$ cat config.mk
export PLATFORM = sky130hd
export DESIGN_NAME = midi_track_event_parser_unit
export DESIGN_NICKNAME = d
export VERILOG_FILES = /design/src/rtl/mtep_pkg.sv /design/src/rtl/mtep_parser.sv /design/src/rtl/mtep_scale.sv /design/src/rtl/mtep_timer.sv /design/src/rtl/midi_track_event_parser_unit.sv
export SDC_FILE = /design/constraint.sdc
export NUM_CORES = 2
export LEC_CHECK = 0
export BUFFER_PORTS_ARGS = -buffer_cell sky130_fd_sc_hd__buf_2
export CAP_MARGIN = 25
export CORE_ASPECT_RATIO = 0.75
export CORE_UTILIZATION = 45
export CTS_BUF_LIST = sky130_fd_sc_hd__clkbuf_4
export CTS_CLUSTER_DIAMETER = 30
export DETAILED_ROUTE_END_ITERATION = 8
export PLACE_DENSITY_LB_ADDON = 0.12
export SLEW_MARGIN = 40
export SYNTH_ARGS = -nofsm -noshare
export SYNTH_HDL_FRONTEND = slang
export SYNTH_SLANG_ARGS = --single-unit
$ cat constraint.sdc
create_clock -name clk -period 5.61 [get_ports clk]
set_input_delay 0 -clock clk [delete_from_list [all_inputs] [get_ports clk]]
set_output_delay 0 -clock clk [all_outputs]
set_load 0.005 [all_outputs]
$ cat src/rtl/mtep_pkg.sv
`default_nettype none

package mtep_pkg;

  localparam int unsigned ByteW  = 8;
  localparam int unsigned NibW   = 4;
  localparam int unsigned DeltaW = 28;
  localparam int unsigned ScaleW = 16;
  localparam int unsigned TimeW  = 32;
  localparam int unsigned CountW = 2;
  localparam int unsigned DataW  = 7;

  localparam logic [ByteW-1:0]  META_STATUS  = 8'hFF;
  localparam logic [ByteW-1:0]  META_EOT     = 8'h2F;
  localparam logic [NibW-1:0]   ST_NOTE_OFF  = 4'h8;
  localparam logic [NibW-1:0]   ST_NOTE_ON   = 4'h9;
  localparam logic [NibW-1:0]   ST_PROGRAM   = 4'hC;
  localparam logic [NibW-1:0]   ST_PRESSURE  = 4'hD;
  localparam logic [CountW-1:0] DELTA_LAST   = 2'd3;
  localparam logic [ByteW-1:0]  SKIP_ONE     = 8'd1;
  localparam logic [ByteW-1:0]  SKIP_TWO     = 8'd2;
  localparam logic [ScaleW-1:0] US_PER_TICK_RESET = 16'd500;

  typedef struct packed {
    logic              adv;
    logic              emit;
    logic              eot;
    logic              clr;
    logic              note_on;
    logic [ByteW-1:0]  data1;
    logic [ByteW-1:0]  data2;
    logic [DeltaW-1:0] delta;
    logic [ScaleW-1:0] scale;
  } ev_t;

  typedef struct packed {
    logic              adv;
    logic              emit;
    logic              eot;
    logic              clr;
    logic              note_on;
    logic [ByteW-1:0]  data1;
    logic [ByteW-1:0]  data2;
    logic [TimeW-1:0]  delay;
  } sev_t;

endpackage

`default_nettype wire

$ cat src/rtl/mtep_parser.sv
`default_nettype none

module mtep_parser
  import mtep_pkg::*;
(
  input  wire logic              clk,
  input  wire logic              rst_n,
  input  wire logic              advance,
  input  wire logic              in_valid,
  input  wire logic [ByteW-1:0]  in_track_byte,
  input  wire logic              in_restart,
  input  wire logic [ScaleW-1:0] us_per_tick,
  output ev_t                    ev
);

  typedef enum logic [2:0] {
    PH_DELTA,
    PH_STATUS,
    PH_META_TYPE,
    PH_META_LEN,
    PH_SKIP,
    PH_NOTE1,
    PH_NOTE2
  } phase_t;

  phase_t            phase_r, phase_nxt;
  logic [DeltaW-1:0] acc_r, acc_nxt;
  logic [CountW-1:0] cnt_r, cnt_nxt;
  logic [NibW-1:0]   nib_r, nib_nxt;
  logic [ByteW-1:0]  held_r, held_nxt;
  logic [ByteW-1:0]  skip_r, skip_nxt;
  logic              done_r, done_nxt;
  ev_t               ev_r, ev_c;
  logic              accept;

  assign accept = in_valid && advance;
  assign ev     = ev_r;

  always_comb begin
    phase_t            phase_e;
    logic [DeltaW-1:0] acc_e;
    logic [CountW-1:0] cnt_e;
    logic [NibW-1:0]   nib_e;
    logic [ByteW-1:0]  held_e;
    logic [ByteW-1:0]  skip_e;
    logic              done_e;
    phase_e = phase_r;
    acc_e   = acc_r;
    cnt_e   = cnt_r;
    nib_e   = nib_r;
    held_e  = held_r;
    skip_e  = skip_r;
    done_e  = done_r;
    if (in_restart) begin
      phase_e = PH_DELTA;
      acc_e   = '0;
      cnt_e   = '0;
      nib_e   = '0;
      held_e  = '0;
      skip_e  = '0;
      done_e  = 1'b0;
    end
    phase_nxt = phase_e;
    acc_nxt   = acc_e;
    cnt_nxt   = cnt_e;
    nib_nxt   = nib_e;
    held_nxt  = held_e;
    skip_nxt  = skip_e;
    done_nxt  = done_e;
    ev_c       = '0;
    ev_c.clr   = in_restart;
    ev_c.delta = acc_e;
    ev_c.scale = us_per_tick;
    if (!done_e) begin
      unique case (phase_e)
        PH_STATUS: begin
          if (in_track_byte == META_STATUS) begin
            phase_nxt = PH_META_TYPE;
          end else begin
            nib_nxt = in_track_byte[ByteW-1 -: NibW];
            if (nib_nxt == ST_NOTE_OFF || nib_nxt == ST_NOTE_ON) begin
              phase_nxt = PH_NOTE1;
            end else begin
              ev_c.adv  = 1'b1;
              skip_nxt  = (nib_nxt == ST_PROGRAM || nib_nxt == ST_PRESSURE) ?
                          SKIP_ONE : SKIP_TWO;
              phase_nxt = PH_SKIP;
            end
          end
        end
        PH_META_TYPE: begin
          if (in_track_byte == META_EOT) begin
            ev_c.adv  = 1'b1;
            ev_c.emit = 1'b1;
            ev_c.eot  = 1'b1;
            done_nxt  = 1'b1;
          end else begin
            phase_nxt = PH_META_LEN;
          end
        end
        PH_META_LEN: begin
          ev_c.adv = 1'b1;
          skip_nxt = in_track_byte;
          if (in_track_byte == '0) begin
            phase_nxt = PH_DELTA;
            acc_nxt   = '0;
            cnt_nxt   = '0;
          end else begin
            phase_nxt = PH_SKIP;
          end
        end
        PH_SKIP: begin
          skip_nxt = skip_e - SKIP_ONE;
          if (skip_nxt == '0) begin
            phase_nxt = PH_DELTA;
            acc_nxt   = '0;
            cnt_nxt   = '0;
          end
        end
        PH_NOTE1: begin
          held_nxt  = in_track_byte;
          phase_nxt = PH_NOTE2;
        end
        PH_NOTE2: begin
          ev_c.adv     = 1'b1;
          ev_c.emit    = 1'b1;
          ev_c.note_on = (nib_e == ST_NOTE_ON);
          ev_c.data1   = held_e;
          ev_c.data2   = in_track_byte;
          phase_nxt    = PH_DELTA;
          acc_nxt      = '0;
          cnt_nxt      = '0;
        end
        default: begin
          acc_nxt = {acc_e[DeltaW-DataW-1:0], in_track_byte[DataW-1:0]};
          if (in_track_byte[ByteW-1] && cnt_e < DELTA_LAST) begin
            cnt_nxt   = cnt_e + 1'b1;
            phase_nxt = PH_DELTA;
          end else begin
            phase_nxt = PH_STATUS;
          end
        end
      endcase
    end
  end

  always_ff @(posedge clk) begin
    if (!rst_n) begin
      phase_r <= PH_DELTA;
      acc_r   <= '0;
      cnt_r   <= '0;
      nib_r   <= '0;
      held_r  <= '0;
      skip_r  <= '0;
      done_r  <= 1'b0;
      ev_r    <= '0;
    end else begin
      if (accept) begin
        phase_r <= phase_nxt;
        acc_r   <= acc_nxt;
        cnt_r   <= cnt_nxt;
        nib_r   <= nib_nxt;
        held_r  <= held_nxt;
        skip_r  <= skip_nxt;
        done_r  <= done_nxt;
      end
      if (advance) begin
        ev_r <= accept ? ev_c : '0;
      end
    end
  end

endmodule

`default_nettype wire

$ cat src/rtl/mtep_scale.sv
`default_nettype none

module mtep_scale
  import mtep_pkg::*;
(
  input  wire logic clk,
  input  wire logic rst_n,
  input  wire logic advance,
  input  wire ev_t  ev,
  output sev_t      sev
);

  sev_t                     sev_r;
  logic [DeltaW+ScaleW-1:0] prod;

  assign prod = ev.delta * ev.scale;
  assign sev  = sev_r;

  always_ff @(posedge clk) begin
    if (!rst_n) begin
      sev_r <= '0;
    end else if (advance) begin
      sev_r.adv     <= ev.adv;
      sev_r.emit    <= ev.emit;
      sev_r.eot     <= ev.eot;
      sev_r.clr     <= ev.clr;
      sev_r.note_on <= ev.note_on;
      sev_r.data1   <= ev.data1;
      sev_r.data2   <= ev.data2;
      sev_r.delay   <= prod[TimeW-1:0];
    end
  end

endmodule

`default_nettype wire

$ cat src/rtl/mtep_timer.sv
`default_nettype none

module mtep_timer
  import mtep_pkg::*;
(
  input  wire logic             clk,
  input  wire logic             rst_n,
  input  wire logic             advance,
  input  wire sev_t             sev,
  output logic                  out_valid,
  output logic                  out_note_on,
  output logic [ByteW-1:0]      out_first_data,
  output logic [ByteW-1:0]      out_second_data,
  output logic [TimeW-1:0]      out_delay_us,
  output logic [TimeW-1:0]      out_at_time_us,
  output logic                  out_end_of_track
);

  logic [TimeW-1:0] time_r, time_nxt, time_base;
  logic             valid_r;
  logic             note_on_r, eot_r;
  logic [ByteW-1:0] data1_r, data2_r;
  logic [TimeW-1:0] delay_r, at_r;

  always_comb begin
    time_base = sev.clr ? '0 : time_r;
    time_nxt  = sev.adv ? time_base + sev.delay : time_base;
  end

  always_ff @(posedge clk) begin
    if (!rst_n) begin
      time_r  <= '0;
      valid_r <= 1'b0;
    end else if (advance) begin
      time_r  <= time_nxt;
      valid_r <= sev.emit;
    end
  end

  always_ff @(posedge clk) begin
    if (advance) begin
      note_on_r <= sev.note_on;
      eot_r     <= sev.eot;
      data1_r   <= sev.data1;
      data2_r   <= sev.data2;
      delay_r   <= sev.delay;
      at_r      <= time_nxt;
    end
  end

  assign out_valid        = valid_r;
  assign out_note_on      = note_on_r;
  assign out_first_data   = data1_r;
  assign out_second_data  = data2_r;
  assign out_delay_us     = delay_r;
  assign out_at_time_us   = at_r;
  assign out_end_of_track = eot_r;

endmodule

`default_nettype wire

$ cat src/rtl/midi_track_event_parser_unit.sv
// A note or end-of-track transaction is registered in the parser, then the scale stage, then the timer.
// Throughput: one track byte per cycle unless stalled, set by the three-stage parse, scale and time pipeline.
// The pipeline stalls as a whole while a result waits on out_ready.
// Reset (rst_n low at a clock edge) clears the parser, the time total, the scale stage and the
// output valid flag, and loads us_per_tick with 500.
`default_nettype none

module midi_track_event_parser_unit
  import mtep_pkg::*;
(
  input  wire logic              clk,
  input  wire logic              rst_n,
  input  wire logic              cfg_wr_en,
  input  wire logic [ScaleW-1:0] cfg_wr_data,
  input  wire logic              in_valid,
  output logic                   in_ready,
  input  wire logic [ByteW-1:0]  in_track_byte,
  input  wire logic              in_restart,
  output logic                   out_valid,
  input  wire logic              out_ready,
  output logic                   out_note_on,
  output logic [ByteW-1:0]       out_first_data,
  output logic [ByteW-1:0]       out_second_data,
  output logic [TimeW-1:0]       out_delay_us,
  output logic [TimeW-1:0]       out_at_time_us,
  output logic                   out_end_of_track
);

  logic [ScaleW-1:0] us_per_tick_r;
  logic              advance;
  ev_t               ev;
  sev_t              sev;

  assign advance  = !out_valid || out_ready;
  assign in_ready = advance;

  always_ff @(posedge clk) begin
    if (!rst_n) begin
      us_per_tick_r <= US_PER_TICK_RESET;
    end else if (cfg_wr_en) begin
      us_per_tick_r <= cfg_wr_data;
    end
  end

  mtep_parser u_parser (
    .clk           (clk),
    .rst_n         (rst_n),
    .advance       (advance),
    .in_valid      (in_valid),
    .in_track_byte (in_track_byte),
    .in_restart    (in_restart),
    .us_per_tick   (us_per_tick_r),
    .ev            (ev)
  );

  mtep_scale u_scale (
    .clk     (clk),
    .rst_n   (rst_n),
    .advance (advance),
    .ev      (ev),
    .sev     (sev)
  );

  mtep_timer u_timer (
    .clk              (clk),
    .rst_n            (rst_n),
    .advance          (advance),
    .sev              (sev),
    .out_valid        (out_valid),
    .out_note_on      (out_note_on),
    .out_first_data   (out_first_data),
    .out_second_data  (out_second_data),
    .out_delay_us     (out_delay_us),
    .out_at_time_us   (out_at_time_us),
    .out_end_of_track (out_end_of_track)
  );

`ifndef ASSERT_OFF
  a_emit_advances: assert property (@(posedge clk) disable iff (!rst_n)
    ev.emit |-> ev.adv)
    else $error("event emitted without advancing time");

  a_stall_holds_pipe: assert property (@(posedge clk) disable iff (!rst_n)
    (out_valid && !out_ready) |=> $stable(sev))
    else $error("scale stage moved during an output stall");

  a_eot_fields_zero: assert property (@(posedge clk) disable iff (!rst_n)
    (out_valid && out_end_of_track) |->
      (!out_note_on && out_first_data == '0 && out_second_data == '0))
    else $error("end of track transaction carries note data");
`endif

endmodule

`default_nettype wire
# == Yosys cells after proc, flatten, opt, wreduce, memory -nomap -nowiden ==
# Index checks and enable logic that the tools add are counted.
# word_totals
regBits,303
latchBits,0
mem_bits_rw,0
romBits,0
input_bits,30
output_inout_bits,84
wordCells,110
mem_count,0
# op_classes
add_sub_neg,3
multipliers,1
div_mod_pow,0
magnitude_cmp,1
eq_ne,13
n_shift,0
mux,49
n_bitwise,0
n_reduce_logical,10
# ops
operator,count
two-way mux 28 bit,4
one-hot mux 28 bit (4 select lines),1
two-way mux 65 bit,1
two-way mux 32 bit,2
two-way mux 8 bit,7
two-way mux 17 bit,2
adder 32 bit,1
multiplier 28 x 16 -> 32 bit,1
two-way mux 3 bit,8
one-hot mux 8 bit (3 select lines),1
"equality test 4 bit, second input constant",5
one-hot mux 3 bit (6 select lines),1
zero test 8 bit,2
two-way mux 4 bit,4
two-way mux 2 bit,6
"equality test 3 bit, second input constant",3
two-way mux 1 bit,9
"equality test 8 x 6 -> 1 bit, second input constant",1
"equality test 8 bit, second input constant",1
one-hot mux 2 bit (4 select lines),1
"subtractor 8 x 1 -> 8 bit, second input constant",1
"equality test 3 x 2 -> 1 bit, second input constant",2
"equality test 3 x 1 -> 1 bit, second input constant",1
logical OR 1 bit,3
other kinds (8),9

# == Longest topological paths before layout ==
# logic_depth
depth_word,7
depth_mapped,25
mapped_depth_nobuf,23

# == Hierarchy ==
# From an unflattened synthesis, not the netlist that was laid out.
# unflattened
cells_unflattened,2674
area_unflattened_um2,25127.8
# modules_own_cells
mod,n_inst,cells_each,area_per_inst_um2,seq_area_each_um2
mtep_scale,1,1474,13186.4,1061.0
mtep_timer,1,497,5869.4,3123.0
mtep_parser,1,651,5465.2,2382.3
midi_track_event_parser_unit,1,52,606.8,320.3

# == Least setup slack after synthesis ==
# No wires, ideal clock.
# synth_timing
kind,register to register
startpoint,register u_parser.ev_r (netlist bit u_parser.ev[1])
endpoint,register u_scale.sev_r (netlist bit u_scale.sev[31])
arrival_time_ps,6057
setup_slack_ps,-586
path_stages_with_launch,25
period_less_slack_ps,6196
path_cell_list,dfxtp_1 > clkbuf_1 > clkbuf_1 > nand2_1 > fa_1 > inv_1 > fa_1 > inv_1 > fa_1 > inv_1 > fa_1 > fa_1 > inv_1 > fa_1 > inv_1 > ha_1 > a21o_1 > a21o_1 > a21oi_1 > o21ai_0 > o41ai_2 > o21ai_1 > a2111o_1 > o21ai_0 > a221oi_1
# synth_between
elab_chain_cells,1
# synth_rtl
element,line_no,source
start: declaration,mtep_parser.sv:33,"ev_t ev_r, ev_c;"
start signal: assignment,mtep_parser.sv:168,ev_r <= accept ? ev_c : '0;
multiplier 28 x 16 -> 32 bit,mtep_scale.sv:16,assign prod = ev.delta * ev.scale;
end: declaration,mtep_scale.sv:13,sev_t sev_r;
# Every way passes these cells.
# A chain may end at the register's enable or synchronous reset.

# == Final worst setup path ==
# layout_timing
startpoint,register u_parser.ev_r (netlist bit u_parser.ev[11])
endpoint,register u_scale.sev_r (netlist bit u_scale.sev[31])
# The elaborated chain is that of the path after synthesis.

==> run metrics <==
routed wl met3=4.97 mm; R2R Path Start=u_parser.ev[11]$_SDFFE_PN0N_; critical path startpoint=u_parser.ev[11]$_SDFFE_PN0N_; largest net degree at the start of global routing=108; first-pass GRT wire length=between 100 and 150 mm; worst slack, placed=-0.544 ns; Metal-1 WL=33.5 mm; Initial DRC Count=1435; register bit count reported by yosys=303; Net Count, Synth=between 3k and 4k; IO Port Bufs=~110; Row Count=73; Tightest Hold Check Type=in -> reg; Vias=19.9k; Starting Density=45.5%; ys async rst share=0%; grt total ovfl=0; failing checks=setup timing; RSZ-0062 raised after global routing=yes; uppermost layer routed=met4; wire length on met2=30.8 mm; EDFF count, synth=between 80 and 90; max_cap viols=0; clk slew on worst S/H paths=0.07 ns; routability cong.=0.915; top post-synthesis cells by area=fa_1 (25%), dfxtp_1 (18%), edfxtp_1 (10%); vias per inst=about 5.3; die width=269 um; Cell variety after synth=79; Post-synth top cells=nand2_1 (438), inv_1 (345), fa_1 (300), dfxtp_1 (221), nor2_1 (170); DRC=0; clock root cell=clkbuf_4; Critical Path Sink Type=flop; top-count cell post-synth=nand2_1; filler instances=4766; syn_area_per_cell=9.06 sq um; CTS tree=built; final hold slack=0.189 ns; Worst Setup Slack, final=-0.380 ns; CP Data Arrival Time=6.57 ns; Max-slew headroom=46.4%; TritonRoute pass-1 iters=5; critical path startpoint category=flop; Mapped Cells=2656; Routed WL per cell=18.7 um; YS warnings=0; Post-synth top flop=dfxtp_1; antenna violations before repair=3; Worst-Margin Slew=0.805 ns; vias in the first global route=20.0k; outcome=finished, violations left; fmax=167 MHz; post-synthesis sequential area ratio=28.6%; share of layout cells above drive strength 1=about a fifth; Setup CP Type=reg -> reg; die area=54400 sq um; HP Start=in_track_byte[1]; setup violators final=14; Antenna Nets Post-Route=0; Final Hold Fails=0; Final HPWL DP=50.9 mm; Max FO, Critical Path=6; Final nets=3425; clk buf depth=3; post-synthesis cell area=~24000 sq um; total track usage=26.3%; cell taking the most area after synthesis=fa_1; setup tns final=-2.98 ns; Sink Count=a little over 300; Clk Latency, worst-skew pair=0.76 ns; VDD IR-drop max=0.000156 V; area share of the largest cell type after synthesis=24.9%; TritonCTS Buffers=77; Leakage=13.3 nW; core region area=52900 sq um; die height=a little over 200 um; H-tree Lvls=3; top-level I/O count=114; Synth-to-Final Area Change=22.2%; Final period util=107%; PwrDens=155 nW/um^2; final WL=70.4 mm; Worst Clk Skew=0.0733 ns; fin. max-slew vios=0; Tmin final=5.99 ns; Critical Path RT=6.19 ns
[registers in the layout, summed over array words and instances, names as in the netlist, 2 cells and up]
signal                   count
u_parser.acc_r              28
u_parser.cnt_r               2
u_parser.ev                 65
u_parser.held_r              8
u_parser.nib_r               4
u_parser.phase_r             3
u_parser.skip_r              8
u_scale.sev                 53
u_timer.out_at_time_us      32
u_timer.out_delay_us        32
u_timer.out_first_data       8
u_timer.out_second_data      8
u_timer.time_r              32
us_per_tick_r               16
[logic make-up after synthesis]
| family | synth area share, % |
|---|---|
| mux | 1.30 |
| simple gates | 17.5 |
| compound gates | 12.0 |
| fa+ha+maj | 30.3 |
| flops | 28.6 |
| xor+xnor | 2.47 |
| buf+inv | 7.81 |
[layout by cell type (no fill, tap or decap), drive strengths merged, types with 6 or more instances in the layout]
cell,count
nand2,439
inv,346
buf,341
fa,300
dfxtp,221
nor2,170
and2,159
a21oi,131
clkbuf,119
ha,103
a22oi,94
edfxtp,82
o21ai,66
dlygate4sd3,64
xnor2,48
nor2b,42
nand3,39
a21o,28
mux2i,20
o21a,19
xor2,19
nor3,19
clkinv,19
nand2b,15
or3,13
a31oi,13
a211oi,11
mux2,10
and3,10
o211ai,8
o2111ai,6
[power by group]
part | leakage (nW) | switching [mW] | internal [mW]
clock network | 0.611 | 0.931 | 1.04
registers | 2.81 | 0.0240 | 2.25
logic | 9.90 | 0.180 | 0.129
total | 13.3 | 1.14 | 3.42
[path summary, 6_finish.rpt]
| check | slack, ns | end | cells after the start |
|---|---|---|---|
| worst min-delay path | 0.19 | u_parser.acc_r[1]$_SDFFE_PN0P_ | 4 |
| worst max register to register | -0.38 | u_scale.sev[31]$_SDFFE_PN0N_ | 23 |
| worst max-delay path | -0.38 | u_scale.sev[31]$_SDFFE_PN0N_ | 23 |
| worst min register to register | 0.43 | u_timer.out_first_data[6]$_DFFE_PN_ | 0 |
[critical path, cell delays in order, from the launching register on]
cell,delay (ns)
dfxtp_4,0.38
buf_12,0.15
and2_4,0.16
fa_1,0.58
inv_2,0.05
fa_1,0.50
inv_2,0.05
fa_2,0.60
fa_2,0.47
fa_1,0.52
inv_1,0.05
fa_1,0.49
inv_2,0.05
ha_4,0.23
o21a_1,0.10
o21a_1,0.18
o211ai_1,0.20
a21oi_2,0.08
o41ai_2,0.20
buf_4,0.20
o21ai_4,0.06
a2111o_1,0.36
o21ai_1,0.08
a221oi_1,0.08
[timing repair]
| item | 4_1_cts | 5_1_grt |
|---|---|---|
| setup endpoints to repair | 17 | 19 |
| hold buffers | 64 | 0 |
| cloned | 0 | 4 |
| pin swaps | 43 | 45 |
| hold endpoints to repair | 153 | 0 |
| resized for setup | 61 | 75 |
| setup buffers | 16 | 11 |
[through the flow]
stage | util [%] | instance area [sq um] | power, mW | cells
2_1_floorplan | - | 24400 | 2.45 | 2656
3_3_place_gp | 50.8 | 26900 | 2.57 | 3530
3_5_place_dp | 50.8 | 26900 | 2.57 | 3530
4_1_cts | 54.7 | 28900 | 4.58 | 3746
5_1_grt | 55.6 | 29400 | 4.75 | 3765
6_report | 55.6 | 29400 | 4.56 | 3765
[metal layers]
metal  track usage [%]  vias to the layer above
met1              38.9                     9924
met4              6.25                        0
li1                  -                     9266
met3              5.43                       89
met2              39.3                      598
met5                 0                        -
[final cells by class]
| class | count | area [sq um] | share of cell area (%) |
|---|---|---|---|
| Tap cell | 712 | 891 | 3.03 |
| Clock buffer | 115 | 863 | 2.94 |
| Inverter | 345 | 1310 | 4.44 |
| Antenna cell | 3 | 7.51 | 0.0255 |
| Multi-Input combinational cell | 1856 | 15800 | 53.9 |
| Sequential cell | 303 | 6920 | 23.5 |
| Timing Repair Buffer | 409 | 3420 | 11.6 |
| Clock inverter | 22 | 160 | 0.545 |
No activity file was read; power rests on OpenSTA's default activity.
